File: src/rtl/core/atc_pkg.sv
// Shared types and constants for the tilt and temperature conversion block.
`timescale 1ns / 1ps
`default_nettype none
package atc_pkg;

    localparam int SQRT_CELLS   = 32;
    localparam int CORDIC_STEPS = 28;
    localparam int ANGLE_FRAC   = 24;

    localparam logic [2:0]  REG_TEMP_OFFSET = 3'd0;
    localparam logic signed [15:0] TEMP_OFFSET_RST = -16'sd1600;
    localparam logic signed [17:0] TEMP_BIAS = 18'sd12410;
    localparam logic [8:0]  TEMP_DIV  = 9'd340;
    localparam logic [25:0] TEMP_HALF = 26'd170;
    localparam logic [24:0] TEMP_RECIP = 25'd25264513;

    localparam logic [29:0] ATAN_TAB [CORDIC_STEPS] = '{
        30'd754974720, 30'd445687602, 30'd235489088, 30'd119537938, 30'd60000934,
        30'd30029717, 30'd15018523, 30'd7509720, 30'd3754917, 30'd1877466,
        30'd938734, 30'd469367, 30'd234684, 30'd117342, 30'd58671, 30'd29335,
        30'd14668, 30'd7334, 30'd3667, 30'd1833, 30'd917, 30'd458, 30'd229,
        30'd115, 30'd57, 30'd29, 30'd14, 30'd7
    };

    typedef struct packed {
        logic [31:0] rad;
        logic [33:0] rem;
        logic [31:0] root;
    } sqrt_lane_t;

    typedef struct packed {
        logic signed [34:0] x;
        logic signed [34:0] y;
        logic signed [32:0] z;
    } cordic_lane_t;

    typedef struct packed {
        logic        zero;
        logic        neg_p;
        logic        nz_p;
        logic        sz_p;
        logic        neg_r;
        logic        nz_r;
        logic        sz_r;
        logic [15:0] abs_x;
        logic [15:0] abs_y;
        logic [16:0] temp;
    } side_t;

endpackage
`default_nettype wire

File: src/rtl/core/atc_sqrt_cell.sv
// One digit step of the square root row, two lanes plus sideband.
`timescale 1ns / 1ps
`default_nettype none
module atc_sqrt_cell
    import atc_pkg::*;
(
    input  wire logic       clk,
    input  wire logic       rst_n,
    input  wire logic       adv,
    input  wire logic       in_valid,
    input  wire sqrt_lane_t in_p,
    input  wire sqrt_lane_t in_r,
    input  wire side_t      in_side,
    output logic            out_valid,
    output sqrt_lane_t      out_p,
    output sqrt_lane_t      out_r,
    output side_t           out_side
);

    function automatic sqrt_lane_t sqrt_step(input sqrt_lane_t l);
        logic [35:0] cur;
        logic [35:0] trial;
        logic        ge;
        sqrt_lane_t  o;
        cur   = {l.rem, l.rad[31:30]};
        trial = {2'b00, l.root, 2'b01};
        ge    = cur >= trial;
        o.rad  = {l.rad[29:0], 2'b00};
        o.rem  = ge ? 34'(cur - trial) : cur[33:0];
        o.root = {l.root[30:0], ge};
        return o;
    endfunction

    logic valid_reg;
    sqrt_lane_t p_reg, p_next, r_reg, r_next;
    side_t side_reg;

    always_comb
    begin
        p_next = sqrt_step(in_p);
        r_next = sqrt_step(in_r);
    end

    always_ff @(posedge clk or negedge rst_n)
    begin
        if (!rst_n)
        begin
            valid_reg <= 1'b0;
        end
        else if (adv)
        begin
            valid_reg <= in_valid;
        end
    end

    always_ff @(posedge clk)
    begin
        if (adv)
        begin
            p_reg    <= p_next;
            r_reg    <= r_next;
            side_reg <= in_side;
        end
    end

    assign out_valid = valid_reg;
    assign out_p     = p_reg;
    assign out_r     = r_reg;
    assign out_side  = side_reg;

endmodule
`default_nettype wire

File: config.mk
export PLATFORM = sky130hd
export DESIGN_NAME = atc_sqrt_cell
export DESIGN_NICKNAME = d
export VERILOG_FILES = /design/src/rtl/core/atc_pkg.sv /design/src/rtl/core/atc_sqrt_cell.sv
export SDC_FILE = /design/constraint.sdc
export NUM_CORES = 1
export LEC_CHECK = 0
export BUFFER_PORTS_ARGS = -buffer_cell sky130_fd_sc_hd__buf_2
export CAP_MARGIN = 0
export CORE_AREA = 2 2 199 201
export DETAILED_ROUTE_END_ITERATION = 8
export DIE_AREA = 0 0 201 203
export GPL_ROUTABILITY_DRIVEN = 0
export PLACE_DENSITY_LB_ADDON = 0.25
export SLEW_MARGIN = 20
export SYNTH_ARGS = -nofsm -noshare
export SYNTH_HDL_FRONTEND = slang
export SYNTH_SLANG_ARGS = --single-unit
File: constraint.sdc
create_clock -name clk -period 1 [get_ports clk]
set_clock_uncertainty 0.15 [all_clocks]
set_input_delay 0.1 -clock clk [delete_from_list [all_inputs] [get_ports clk]]
set_output_delay 0.1 -clock clk [all_outputs]
set_load 0.02 [all_outputs]
**After elaboration in Yosys (flattened, before gate mapping)**

Index checks and enable logic that the tools add are counted.

- Bits in registers: 249
- Input port bits: 256

- Add/subtract/negate cells: 2
- Order comparisons: 2
- Mux-type cells: 2

Operators with widths:

| cell | count |
|---|---|
| $ge A36 B34 Y1 | 2 |
| $mux W34 | 2 |
| $sub A34 B34 Y34 | 2 |

**Depth between registers and ports, before layout**

- Depth after elaboration: 2
- Gate-level depth with buffers: 13
- Mapped depth without buffers: 11

**Worst setup path before layout**

OpenSTA, ideal clock, no wires.

- Path type: input port to flip-flop
- From: input in_p[23] in the netlist's numbering
- To: register p_reg (netlist bit out_p[58]) (data pin)
- Library setup time: 260 ps
- Arrival: 2318 ps
- Required time: 590 ps
- Slack: -1728 ps
- Cell stages on the path: 12
- Path buffers: 2
- Cell sequence: inv_1 > ha_1 > clkbuf_1 > a21o_1 > a21o_1 > a21oi_2 > nor2_1 > a2111oi_2 > o31ai_2 > o21ai_2 > buf_6 > mux2_2

RTL lines:

| what | line | RTL |
|---|---|---|
| from (decl) | atc_sqrt_cell.sv:11 | `input wire sqrt_lane_t in_p,` |
| to (signal assigned) | atc_sqrt_cell.sv:60 | `p_reg <= p_next;` |
| to (decl) | atc_sqrt_cell.sv:35 | `sqrt_lane_t p_reg, p_next, r_reg, r_next;` |

==> metrics.md <==
| Metric | Value |
|---|---|
| Outcome | finished with violations |
| Violated checks | hold timing, setup timing |
| Clk sinks | 249 |
| Drc violations | 0 |
| HP Class | input port to register |
| Distinct cells, synth | 77 |
| CP startpoint kind | input port |
| CP max stage cell | or3_4 |
| Slowest stage delay, CP | 370 ps |
| Total track usage | 21.7% |
| Synth-to-layout area growth | 94.0% |
| Dpl cells | 2,196 |
| Hold WS | -295 ps |
| Die Area | 40,800 um2 |
| Largest family of logic cells by synthesized area | compound AO/OA/AOI/OAI gates |
| Post-Synth Adder-Cell Area | 6.86% |
| Worst R2R Start | out_valid |
| Period utilisation layout | 217% |
| DR pass1 iterations | 5 |
| Initial antenna violation count | 15 |
| Row cnt | 72 |
| Vias in the first global route | 12,459 |
| Hpwl dp | 31.9 mm |
| Io pins | 509 |
| Avg WL per Cell | 18.6 um |
| Die height | 203 um |
| Fin crit period | 2170 ps |
| Critical Path End Type | register |
| Pleak | 10.4 nW |
| Global route overflow | 0 |
| Min-delay src | in_p[38] |
| Vias per cell | 4.66 |
| Worst setup margin | -1170 ps |
| Vias | 11,853 |
| Post-synthesis async set-or-reset flop share | 0.402% |
| CTS tree | yes |
| Clock Pin Slew Worst Setup and Hold Paths | 60 ps |
| Reg2Reg Setup Slack | 90 ps |
| Achievable Freq | 460 MHz |
| Routed Antenna Nets | 0 |
| Max_cap viols | 0 |
| Layout Cells excl Fill | 2,544 |
| Worst reg-to-reg path cell count | 1 |
| Most common flop cell mapped by yosys | edfxtp_1 |
| Seq cells post-synth | 249 |
| Mapped Cells | 950 |
| Fraction of layout instances using a drive strength above 1 | 53.6% |
| Syn. warnings | 0 |
| Synth Area in Simple Gates | 7.00% |
| Synth Area per Inst | 13.1 um2 |
| Slew margin rel. | 55.7% |
| Core area | 38,500 um2 |
| Total power | 35.3 mW |
| Drt initial violations | 634 |
| Sequential element share of the synthesized area | 60.3% |
| Most frequent cells in the layout | 295 x buf_2, 257 x buf_4, 251 x dlygate4sd3_1 |
| Syn Std Cell Area | 12,400 um2 |
| Initial Util | 32.2% |
| Final Hold Viols | 75 |
| Post-synthesis mux area share | 4.25% |
| Htree depth | 1 |
| DRT Wirelength | 47.2 mm |
| Root Buffer Master | clkbuf_16 |
| First-pass GRT wire length | 69.3 mm |
| Worst EP arrival | 2330 ps |
| FF-to-FF End | out_valid |
| Total CTS buffers | 29 |
| Crit-path cells | buf_8 > ha_4 > or3_4 > o22a_4 > o211ai_4 > a311o_1 > and4b_1 > o221a_4 > o21ai_2 > xnor2_1 > mux2_4 |
| Worst EP required | 1160 ps |
| Worst vdd ir | 1280 uV |
| Largest net degree at the start of global routing | 36 |
| Endpoints failing setup | 335 |
| Hold endpoint | out_p[40] |
| Critical-path maximum fanout | 3 |
| Most common cell after layout, fill and taps aside | buf_2 |
| Compound-Gate Fraction of Synth Area | 13.1% |
| Hold Path Cell Cnt | 2 |
| Final Net Count | 2,320 |
| Clock Latency Late Sink | 550 ps |
| Post-synth EDFFs | 248 |
| Worst-Margin Slew | 656 ps |
| PortBufs | 504 |
| RSZ-0062 raised after global routing | true |
| Die W | 201 um |
| CTS Buffer Depth | 3 |
| Setup CP Type | input port to register |
| Post-Synth XOR/XNOR Area | 4.17% |
| Max Slew Vio Count | 0 |
| P per Cell Area | 1470 nW/um2 |
[worst max-delay path: cells and delay by family]
kind,cells,cell delay [ps]
and+or+nand+nor,2,610
xor gates and xnor gates,1,130
buffers and inverters,1,100
adders and majority gates,1,150
muxes,1,250
AOI/OAI and AO/OA,5,970
[kinds of logic after synthesis]
logic type | after synthesis
fa+ha+maj | 68
xor+xnor | 59
flops | 249
buf+inv | 118
mux | 45
compound gates | 232
simple gates | 178
other cells | 1
[power breakdown]
group	internal, mW	switching (mW)
Combinational	6.07	5.23
Clock	6.35	4.31
Sequential	12.8	0.513
Total	25.2	10.1
[per-stage QoR]
step                      instance area, um2  setup TNS, ps  hold slack (ps)  util (%)  worst slack, ps
after floorplan                        12900        -100220             -346         -            -1560
after global placement                 17900        -130980             -275      46.5            -1810
after detailed placement               17900        -133970             -272      46.5            -1890
after CTS                              23200        -201060             -334      60.3            -1150
after global routing                   24100        -183640             -318      62.5            -1250
final                                  24100        -164570             -295      62.5            -1170
[sequential cells by signal, summed over array words and instances (netlist names)]
name,count
out_valid,1
out_p,96
out_side,56
out_r,96
[cells in the mapped netlist, drive strengths merged, types with 12 or more instances]
cell      n  area (um2)
nand3    12        60.1
xor2     19         166
mux2     43         507
edfxtp  248        7450
ha       68         851
buf      20         169
a21oi    88         478
xnor2    40         350
inv      89         334
o21ai    41         224
a21o     32         240
nand4    14        87.6
nand2    37         139
nor2     65         246
[layer usage]
| layer | GRT usage, % | share of wire, % |
|---|---|---|
| met5 | 0 | 0.20 |
| met4 | 7.96 | 2.5 |
| met3 | 4.93 | 5.8 |
| met2 | 39.5 | 53 |
| met1 | 24.8 | 38 |
[final cells by class]
type                       instances  area, um2
inverter                          89        377
fill                            2861      14400
clock inverter                    18        199
multi-input combinational        586       5760
tap                              518        648
timing repair buffer            1041       8840
clock buffer                      35        748
antenna                            8       20.0
sequential                       249       7470
[timing repair]
action,4_1_cts,5_1_grt
setup buffers,29,6
gates resized for setup,423,218
pin swaps,63,48
setup endpoints to repair,319,385
hold buffers,243,9
hold endpoints to repair,419,106
gates cloned,5,1
[how the worst max path moves through the flow]
stage,start,endpoint,slack [ps],cells past startpoint
2_1_floorplan,in_r[32],out_r[39],-1560,10
3_3_place_gp,in_p[3],out_p[62],-1810,12
3_5_place_dp,in_p[0],out_p[37],-1890,14
4_1_cts,in_r[33],out_r[61],-1150,11
5_1_grt,in_p[7],out_p[54],-1250,13
6_report,in_r[33],out_r[61],-1170,11
Power figures use the tool's default switching activity.
