## config.mk

```make
export PLATFORM = sky130hd
export DESIGN_NAME = atc_cordic_cell
export DESIGN_NICKNAME = d
export VERILOG_FILES = /design/src/rtl/core/atc_pkg.sv /design/src/rtl/core/atc_cordic_cell.sv
export SDC_FILE = /design/constraint.sdc
export NUM_CORES = 1
export LEC_CHECK = 0
export BUFFER_PORTS_ARGS = -buffer_cell sky130_fd_sc_hd__buf_2
export CORE_ASPECT_RATIO = 1.5
export CORE_MARGIN = 3
export CORE_UTILIZATION = 50
export CTS_CLUSTER_DIAMETER = 50
export DETAILED_ROUTE_END_ITERATION = 8
export PLACE_DENSITY = 0.76
export SYNTH_ARGS = -nofsm -noshare
export SYNTH_HDL_FRONTEND = slang
export SYNTH_SLANG_ARGS = --single-unit
```

## constraint.sdc

```tcl
create_clock -name clk -period 1.4 [get_ports clk]
set_input_delay 0.14 -clock clk [delete_from_list [all_inputs] [get_ports clk]]
set_output_delay 0.14 -clock clk [all_outputs]
set_load 0.01 [all_outputs]
```

## src/rtl/core/atc_pkg.sv

```systemverilog
// Shared types and constants for the tilt and temperature conversion block.
`timescale 1ns / 1ps
`default_nettype none
package atc_pkg;

    localparam int SQRT_CELLS   = 32;
    localparam int CORDIC_STEPS = 28;
    localparam int ANGLE_FRAC   = 24;

    localparam logic [2:0]  REG_TEMP_OFFSET = 3'd0;
    localparam logic signed [15:0] TEMP_OFFSET_RST = -16'sd1600;
    localparam logic signed [17:0] TEMP_BIAS = 18'sd12410;
    localparam logic [8:0]  TEMP_DIV  = 9'd340;
    localparam logic [25:0] TEMP_HALF = 26'd170;
    localparam logic [24:0] TEMP_RECIP = 25'd25264513;

    localparam logic [29:0] ATAN_TAB [CORDIC_STEPS] = '{
        30'd754974720, 30'd445687602, 30'd235489088, 30'd119537938, 30'd60000934,
        30'd30029717, 30'd15018523, 30'd7509720, 30'd3754917, 30'd1877466,
        30'd938734, 30'd469367, 30'd234684, 30'd117342, 30'd58671, 30'd29335,
        30'd14668, 30'd7334, 30'd3667, 30'd1833, 30'd917, 30'd458, 30'd229,
        30'd115, 30'd57, 30'd29, 30'd14, 30'd7
    };

    typedef struct packed {
        logic [31:0] rad;
        logic [33:0] rem;
        logic [31:0] root;
    } sqrt_lane_t;

    typedef struct packed {
        logic signed [34:0] x;
        logic signed [34:0] y;
        logic signed [32:0] z;
    } cordic_lane_t;

    typedef struct packed {
        logic        zero;
        logic        neg_p;
        logic        nz_p;
        logic        sz_p;
        logic        neg_r;
        logic        nz_r;
        logic        sz_r;
        logic [15:0] abs_x;
        logic [15:0] abs_y;
        logic [16:0] temp;
    } side_t;

endpackage
`default_nettype wire

```

## src/rtl/core/atc_cordic_cell.sv

```systemverilog
// One vectoring rotation of the CORDIC row, two lanes plus sideband.
`timescale 1ns / 1ps
`default_nettype none
module atc_cordic_cell
    import atc_pkg::*;
#(
    parameter int STEP = 0
)
(
    input  wire logic         clk,
    input  wire logic         rst_n,
    input  wire logic         adv,
    input  wire logic         in_valid,
    input  wire cordic_lane_t in_p,
    input  wire cordic_lane_t in_r,
    input  wire side_t        in_side,
    output logic              out_valid,
    output cordic_lane_t      out_p,
    output cordic_lane_t      out_r,
    output side_t             out_side
);

    localparam logic signed [32:0] ATAN = $signed({3'b000, ATAN_TAB[STEP]});

    function automatic cordic_lane_t rotate(input cordic_lane_t l);
        logic signed [34:0] dx;
        logic signed [34:0] dy;
        cordic_lane_t       o;
        dx = l.y >>> STEP;
        dy = l.x >>> STEP;
        if (l.y > 35'sd0)
        begin
            o.x = l.x + dx;
            o.y = l.y - dy;
            o.z = l.z + ATAN;
        end
        else
        begin
            o.x = l.x - dx;
            o.y = l.y + dy;
            o.z = l.z - ATAN;
        end
        return o;
    endfunction

    logic valid_reg;
    cordic_lane_t p_reg, p_next, r_reg, r_next;
    side_t side_reg;

    always_comb
    begin
        p_next = rotate(in_p);
        r_next = rotate(in_r);
    end

    always_ff @(posedge clk or negedge rst_n)
    begin
        if (!rst_n)
        begin
            valid_reg <= 1'b0;
        end
        else if (adv)
        begin
            valid_reg <= in_valid;
        end
    end

    always_ff @(posedge clk)
    begin
        if (adv)
        begin
            p_reg    <= p_next;
            r_reg    <= r_next;
            side_reg <= in_side;
        end
    end

    assign out_valid = valid_reg;
    assign out_p     = p_reg;
    assign out_r     = r_reg;
    assign out_side  = side_reg;

endmodule
`default_nettype wire

```

==> impl_metrics.tcl, run 1 <==
set metrics [dict create \
    status "aborted with a tool error" \
    grt_overflow 64 \
    grt_pass1_vias 31550 \
    cts.sinks 261 \
    grt_usage_pct 65.88 \
    yosysWarningCount 0 \
    hpwl_um 83990 \
    htreeDepth 2 \
    syn_avg_cell_area_um2 9.318 \
    cts_root_buf "clkbuf_16" \
    std_cell_rows 90 \
    start_util_pct 50.78 \
    ioPinCount 529 \
    ys_ff_latch 261 \
    cts.path.max_buffers 3 \
    synth.distinct_cells 80 \
    cts_made_buffers 36 \
    synth_edf_count 260 \
    synth_area_mm2 0.02053 \
    die_w_um 171.4 \
    synth_nets 2699 \
    postSynthCellCount 2203 \
    port_buffers 528 \
    synth_ff_type "edfxtp_1" \
    routabilityCongestion 1.088 \
    grt_pass1_wl_um 211100 \
    grt_max_degree 69 \
    lastStage "global routing (5_1_grt)" \
    synthArstFlopShare_pct 0.3831 \
    ys_seq_area_share_pct 38.15 \
    error_message "[ERROR GRT-0116] Global routing finished with congestion. Check the congestion regions in the DRC Viewer." \
    die_y_um 254.2 \
]
logic make-up after synthesis:
family,share of synthesized area (%)
muxes,1.774
buffers and inverters,5.943
DFF,38.15
and+or+nand+nor,11.14
xor gates and xnor gates,6.528
adders and majority gates,14.31
AOI/OAI and AO/OA,22.16
metal layers:
metal  global-route usage, %  overflow
met2                   90.13        24
met3                   44.27         3
met1                   59.97         0
met5                   7.358         0
met4                   74.32        37
cell usage after synthesis (20+ instances only):
cell / instances / share of area, %
a211oi_1: 25 / 0.91
a21o_1: 62 / 2.3
a21oi_1: 284 / 6.9
clkbuf_1: 65 / 1.2
edfxtp_1: 260 / 38
ha_1: 222 / 14
inv_1: 212 / 3.9
mux2i_1: 33 / 1.6
nand2_1: 91 / 1.7
nand2b_1: 20 / 0.61
nand3_1: 27 / 0.66
nand4_1: 29 / 0.88
nor2_1: 173 / 3.2
nor2b_1: 22 / 0.67
nor3_1: 36 / 0.88
nor4_1: 31 / 0.94
o21ai_0: 147 / 3.6
o21bai_1: 63 / 2.3
xnor2_1: 132 / 5.6
xor2_1: 21 / 0.90
timing repair:
| action | 4_1_cts |
|---|---|
| setup buffers | 109 |
| resized for setup | 500 |
| hold buffers | 108 |
| pin swaps | 254 |
| hold endpoints to repair | 126 |
| cloned | 18 |
| endpoints found under the setup margin | 162 |
metrics by stage:
stage | area [um^2] | setup WS [ps] | cells
after CTS | 35710 | -1359 | 4201
after detailed placement | 29970 | -2186 | 3916
after global placement | 29970 | -2039 | 3916
after floorplan | 21490 | -1536 | 2203
==> run 2: changes to the inputs <==
--- a/config.mk
+++ b/config.mk
@@ -6,12 +6,10 @@
 export NUM_CORES = 1
 export LEC_CHECK = 0
 export BUFFER_PORTS_ARGS = -buffer_cell sky130_fd_sc_hd__buf_2
-export CORE_ASPECT_RATIO = 1.5
 export CORE_MARGIN = 3
-export CORE_UTILIZATION = 50
-export CTS_CLUSTER_DIAMETER = 50
+export CORE_UTILIZATION = 35
 export DETAILED_ROUTE_END_ITERATION = 8
-export PLACE_DENSITY = 0.76
+export PLACE_DENSITY_LB_ADDON = 0.15
 export SYNTH_ARGS = -nofsm -noshare
 export SYNTH_HDL_FRONTEND = slang
 export SYNTH_SLANG_ARGS = --single-unit
==> impl_metrics.tcl, run 2 <==
set metrics [dict create \
    status "finished, violations left" \
    violations "negative setup slack" \
    detail_route.vias_per_cell 5.226 \
    rrSetupSlack_ps 660 \
    drcViolationCount 0 \
    power_density_mw_per_mm2 889.1 \
    port_buffers 528 \
    cts.sinks 261 \
    ys_seq_area_share_pct 38.15 \
    drtPass1Iterations 5 \
    cp_top_family "compound AO/OA/AOI/OAI gates" \
    grt_pass1_wl_um 140800 \
    synth_common_cells "a21oi_1, edfxtp_1, ha_1" \
    worst_path_max_delay_cell "a311o_1" \
    crit_buf_inv 3 \
    cts.path.max_buffers 3 \
    core_area_mm2 0.05792 \
    final_area_mm2 0.03792 \
    r2r_cells 1 \
    layout_commonest_cell "buf_4" \
    htreeDepth 1 \
    synth_nets 2699 \
    synthArstFlopShare_pct 0.3831 \
    slew_headroom_pct 56.39 \
    vias 23780 \
    min_period_ps 2678 \
    die_area_mm2 0.06160 \
    path_cells "buf_8 -> ha_4 -> inv_2 -> fa_2 -> nor2_4 -> o311a_4 -> o41ai_4 -> a311o_1 -> a31oi_4 -> a221oi_2 -> o21bai_1 -> buf_4 -> a2111oi_4 -> a21oi_2 -> xnor2_1" \
    drt_iter0_drc 1486 \
    slowest_delay_ps 370 \
    fin_crit_sh_pct 191.3 \
    grt_usage_pct 30.03 \
    maxSlewViolCount 0 \
    wl_um 101600 \
    yosysMostFrequentCell "a21oi_1" \
    synth_ff_type "edfxtp_1" \
    required_ps 1730 \
    finalNetCount 4250 \
    placed_cell_area_mm2 0.03073 \
    die_y_um 248.2 \
    syn_avg_cell_area_um2 9.318 \
    worst_clock_skew_ps 0 \
    path_clk_slew_ps 70 \
    setup_ws_ps -1278 \
    hold_end "out_p[67]" \
    mostFrequentLayoutCells "buf_4, buf_2, edfxtp_1" \
    worst_hold_path.num_cells 3 \
    maxCapViolCount 0 \
    synth_area_leaders "edfxtp_1, ha_1, a21oi_1" \
    synth.distinct_cells 80 \
    syn_to_final_growth_pct 84.71 \
    grt_overflow 0 \
    yosysWarningCount 0 \
    synth_top_area_share_pct 38.03 \
    setup_viol 157 \
    crit_path_start_kind "input port" \
    timing_worst_setup_path_type "in -> reg" \
    power_leakage_nw 17.29 \
    synth_area_mm2 0.02053 \
    end_kind "flip-flop" \
    cts_made_buffers 30 \
    rr_startpoint "out_valid" \
    synth_edf_count 260 \
    drive_above_1_share_pct 54.14 \
    rsz0062_at_grt "yes" \
    peakVddDrop_mv 1.380 \
    grt_max_degree 61 \
    hold_start "in_p[102]" \
    arrival_ps 3010 \
    postSynthCellCount 2203 \
    yosysTopAreaCell "edfxtp_1" \
    grt_pass1_vias 23800 \
    std_cell_rows 88 \
    cts_tree "done" \
    timing.rr.end "out_valid" \
    cp_max_fo 3 \
    die_w_um 248.2 \
    routabilityCongestion 0.9863 \
    dpl_worst_slack_ps -2144 \
    cts_root_buf "clkbuf_16" \
    ioPinCount 529 \
    timing.final.hold_violations 0 \
    wire_per_inst_um 22.32 \
    worst_pin_slew_ps 649.2 \
    clkLatencyLatePin_ps 590 \
    start_util_pct 35.45 \
    ys_ff_latch 261 \
    antenna_found_initial 12 \
    hold_class "in -> reg" \
    fmax_mhz 373.5 \
    detail-route-antenna-nets 0 \
    hpwl_um 75250 \
]
run 2: cell counts after synthesis:
No cell type changed its count.
run 2: what timing repair did:
item	4_1_cts	5_1_grt
setup buffers	74	94
gates cloned	10	11
hold buffers	116	0
gates resized for setup	411	378
setup endpoints to repair	161	159
hold endpoints to repair	123	0
pin swaps	227	232
run 2: where the power goes:
part	leakage, nW	total [W]	switching, W	internal, W
combinational	14.2	0.0151	0.00778	0.00734
clock	0.489	0.00823	0.00353	0.00469
sequential	2.56	0.0104	0.000394	0.00997
total	17.3	0.0337	0.0117	0.0220
run 2: per-stage QoR:
| step | TNS (ps) | std cells | util (%) | total power, W | hold WS, ps |
|---|---|---|---|---|---|
| 4_1_cts | -131360 | 4468 | 61.35 | 0.03233 | 6.813 |
| 5_1_grt | -140280 | 4550 | 65.47 | 0.03522 | 42.66 |
| 6_report | -135020 | 4550 | 65.47 | 0.03371 | 48.98 |
| 3_5_place_dp | -257930 | 4228 | 53.05 | 0.02232 | -80.38 |
| 3_3_place_gp | -252970 | 4228 | 53.05 | 0.02225 | -84.17 |
| 2_1_floorplan | -128740 | 2203 | - | 0.01588 | -155.6 |
run 2: worst max-delay path by stage:
stage	from	to	slack [ps]	cells after the start
after floorplan	in_p[34]	out_p[100]	-1540	12
after global routing	in_r[33]	out_r[67]	-1350	15
after CTS	in_p[65]	out_p[31]	-1300	16
after global placement	in_p[34]	out_p[32]	-2110	17
final	in_r[33]	out_r[102]	-1280	15
after detailed placement	in_p[34]	out_p[32]	-2140	17
run 2: layer usage:
metal / part of all wire, % / global-route usage (%) / wire length (um) / vias to the layer above
li1: - / - / - / 11070
met1: 41 / 38.49 / 42120 / 11500
met2: 47 / 50.34 / 47620 / 992
met3: 7.5 / 5.382 / 7644 / 214
met4: 4.1 / 11.76 / 4158 / 4
met5: 0.026 / 0 / 26 / -
run 2: cell families (layout without fill, tap and decap cells):
group                    after synthesis  count (layout)  share of synthesized area [%]
AND/OR/NAND/NOR                      477             477                          11.14
buffers and inverters                318            1892                          5.943
AO/OA/AOI/OAI                        728             728                          22.16
flip-flops                           261             261                          38.15
XOR/XNOR                             153             153                          6.528
adder cells (fa/ha/maj)              230             230                          14.31
other                                  0               8                              0
multiplexers                          36              36                          1.774
run 2: cell type report:
| type | count | area (um^2) |
|---|---|---|
| well taps | 765 | 957.2 |
| clock buffers | 31 | 754.5 |
| diodes | 8 | 20.02 |
| flip-flops and latches | 261 | 7833 |
| clock inverters | 24 | 262.8 |
| fillers | 4722 | 20000 |
| multi-input cells | 1624 | 14790 |
| repair buffers | 1614 | 12390 |
| inverters | 223 | 912.1 |
Note: power is estimated with default switching activity, not from simulation.
==> run 3: changes to the inputs <==
--- a/config.mk
+++ b/config.mk
@@ -6,9 +6,9 @@
 export NUM_CORES = 1
 export LEC_CHECK = 0
 export BUFFER_PORTS_ARGS = -buffer_cell sky130_fd_sc_hd__buf_2
-export CORE_MARGIN = 3
-export CORE_UTILIZATION = 35
+export CORE_AREA = 3 3 202 204
 export DETAILED_ROUTE_END_ITERATION = 8
+export DIE_AREA = 0 0 205 207
 export PLACE_DENSITY_LB_ADDON = 0.15
 export SYNTH_ARGS = -nofsm -noshare
 export SYNTH_HDL_FRONTEND = slang
==> impl_metrics.tcl, run 3 <==
set metrics [dict create \
    status "aborted with a tool error" \
    lastStage "global routing (5_1_grt)" \
    error_message "[ERROR GRT-0232] Routing congestion too high. Check the congestion heatmap in the GUI." \
    die_y_um 207 \
    synth_common_cells "a21oi_1, edfxtp_1, ha_1" \
    cts.sinks 261 \
    cts_made_buffers 30 \
    grt_max_degree 58 \
    synth_top_area_share_pct 38.03 \
    routabilityCongestion 1.001 \
    port_buffers 528 \
    start_util_pct 52.03 \
    grt_overflow 140 \
    worst_endpoint "out_p[31]$_DFFE_PP_/D" \
    ioPinCount 529 \
    yosysTopAreaCell "edfxtp_1" \
    yosysMostFrequentCell "a21oi_1" \
    synthArstFlopShare_pct 0.3831 \
    synth_area_leaders "edfxtp_1, ha_1, a21oi_1" \
    cts.path.max_buffers 3 \
    yosysWarningCount 0 \
    synth.distinct_cells 80 \
    synth_edf_count 260 \
    cts_root_buf "clkbuf_16" \
    htreeDepth 1 \
    die_w_um 205 \
    synth_area_mm2 0.02053 \
    syn_avg_cell_area_um2 9.318 \
    grt_usage_pct 83.13 \
    endpoint_type "sequential cell input" \
    ys_ff_latch 261 \
    postSynthCellCount 2203 \
    synth_nets 2699 \
    ys_seq_area_share_pct 38.15 \
    synth_ff_type "edfxtp_1" \
    hpwl_um 80200 \
    std_cell_rows 73 \
]
## run 3: cells by family after synthesis
group,after synthesis,synth area share [%]
AOI/OAI and AO/OA,728,22.16
xor gates and xnor gates,153,6.528
adders and majority gates,230,14.31
buffers and inverters,318,5.943
DFF,261,38.15
muxes,36,1.774
and+or+nand+nor,477,11.14
## run 3: per-layer routing
metal	global-route usage, %	overflow
met4	75.82	67
met3	75.86	12
met5	53.92	1
met1	85.58	4
met2	92.15	56
## run 3: per-stage QoR
| stage | hold WS, ps | cell area, um^2 | cells | setup WS [ps] | setup TNS (ps) |
|---|---|---|---|---|---|
| after floorplan | -155.6 | 21490 | 2203 | -1536 | -128740 |
| after global placement | -85.90 | 30000 | 3931 | -2045 | -242140 |
| after CTS | 16.11 | 34910 | 4175 | -1284 | -121580 |
| after detailed placement | -83.52 | 30000 | 3931 | -2202 | -251340 |
## run 3: timing repair
item	in CTS
setup endpoints to repair	156
hold endpoints to repair	127
hold buffers	113
gates resized for setup	427
cloned	15
pin swaps	197
buffers inserted	73
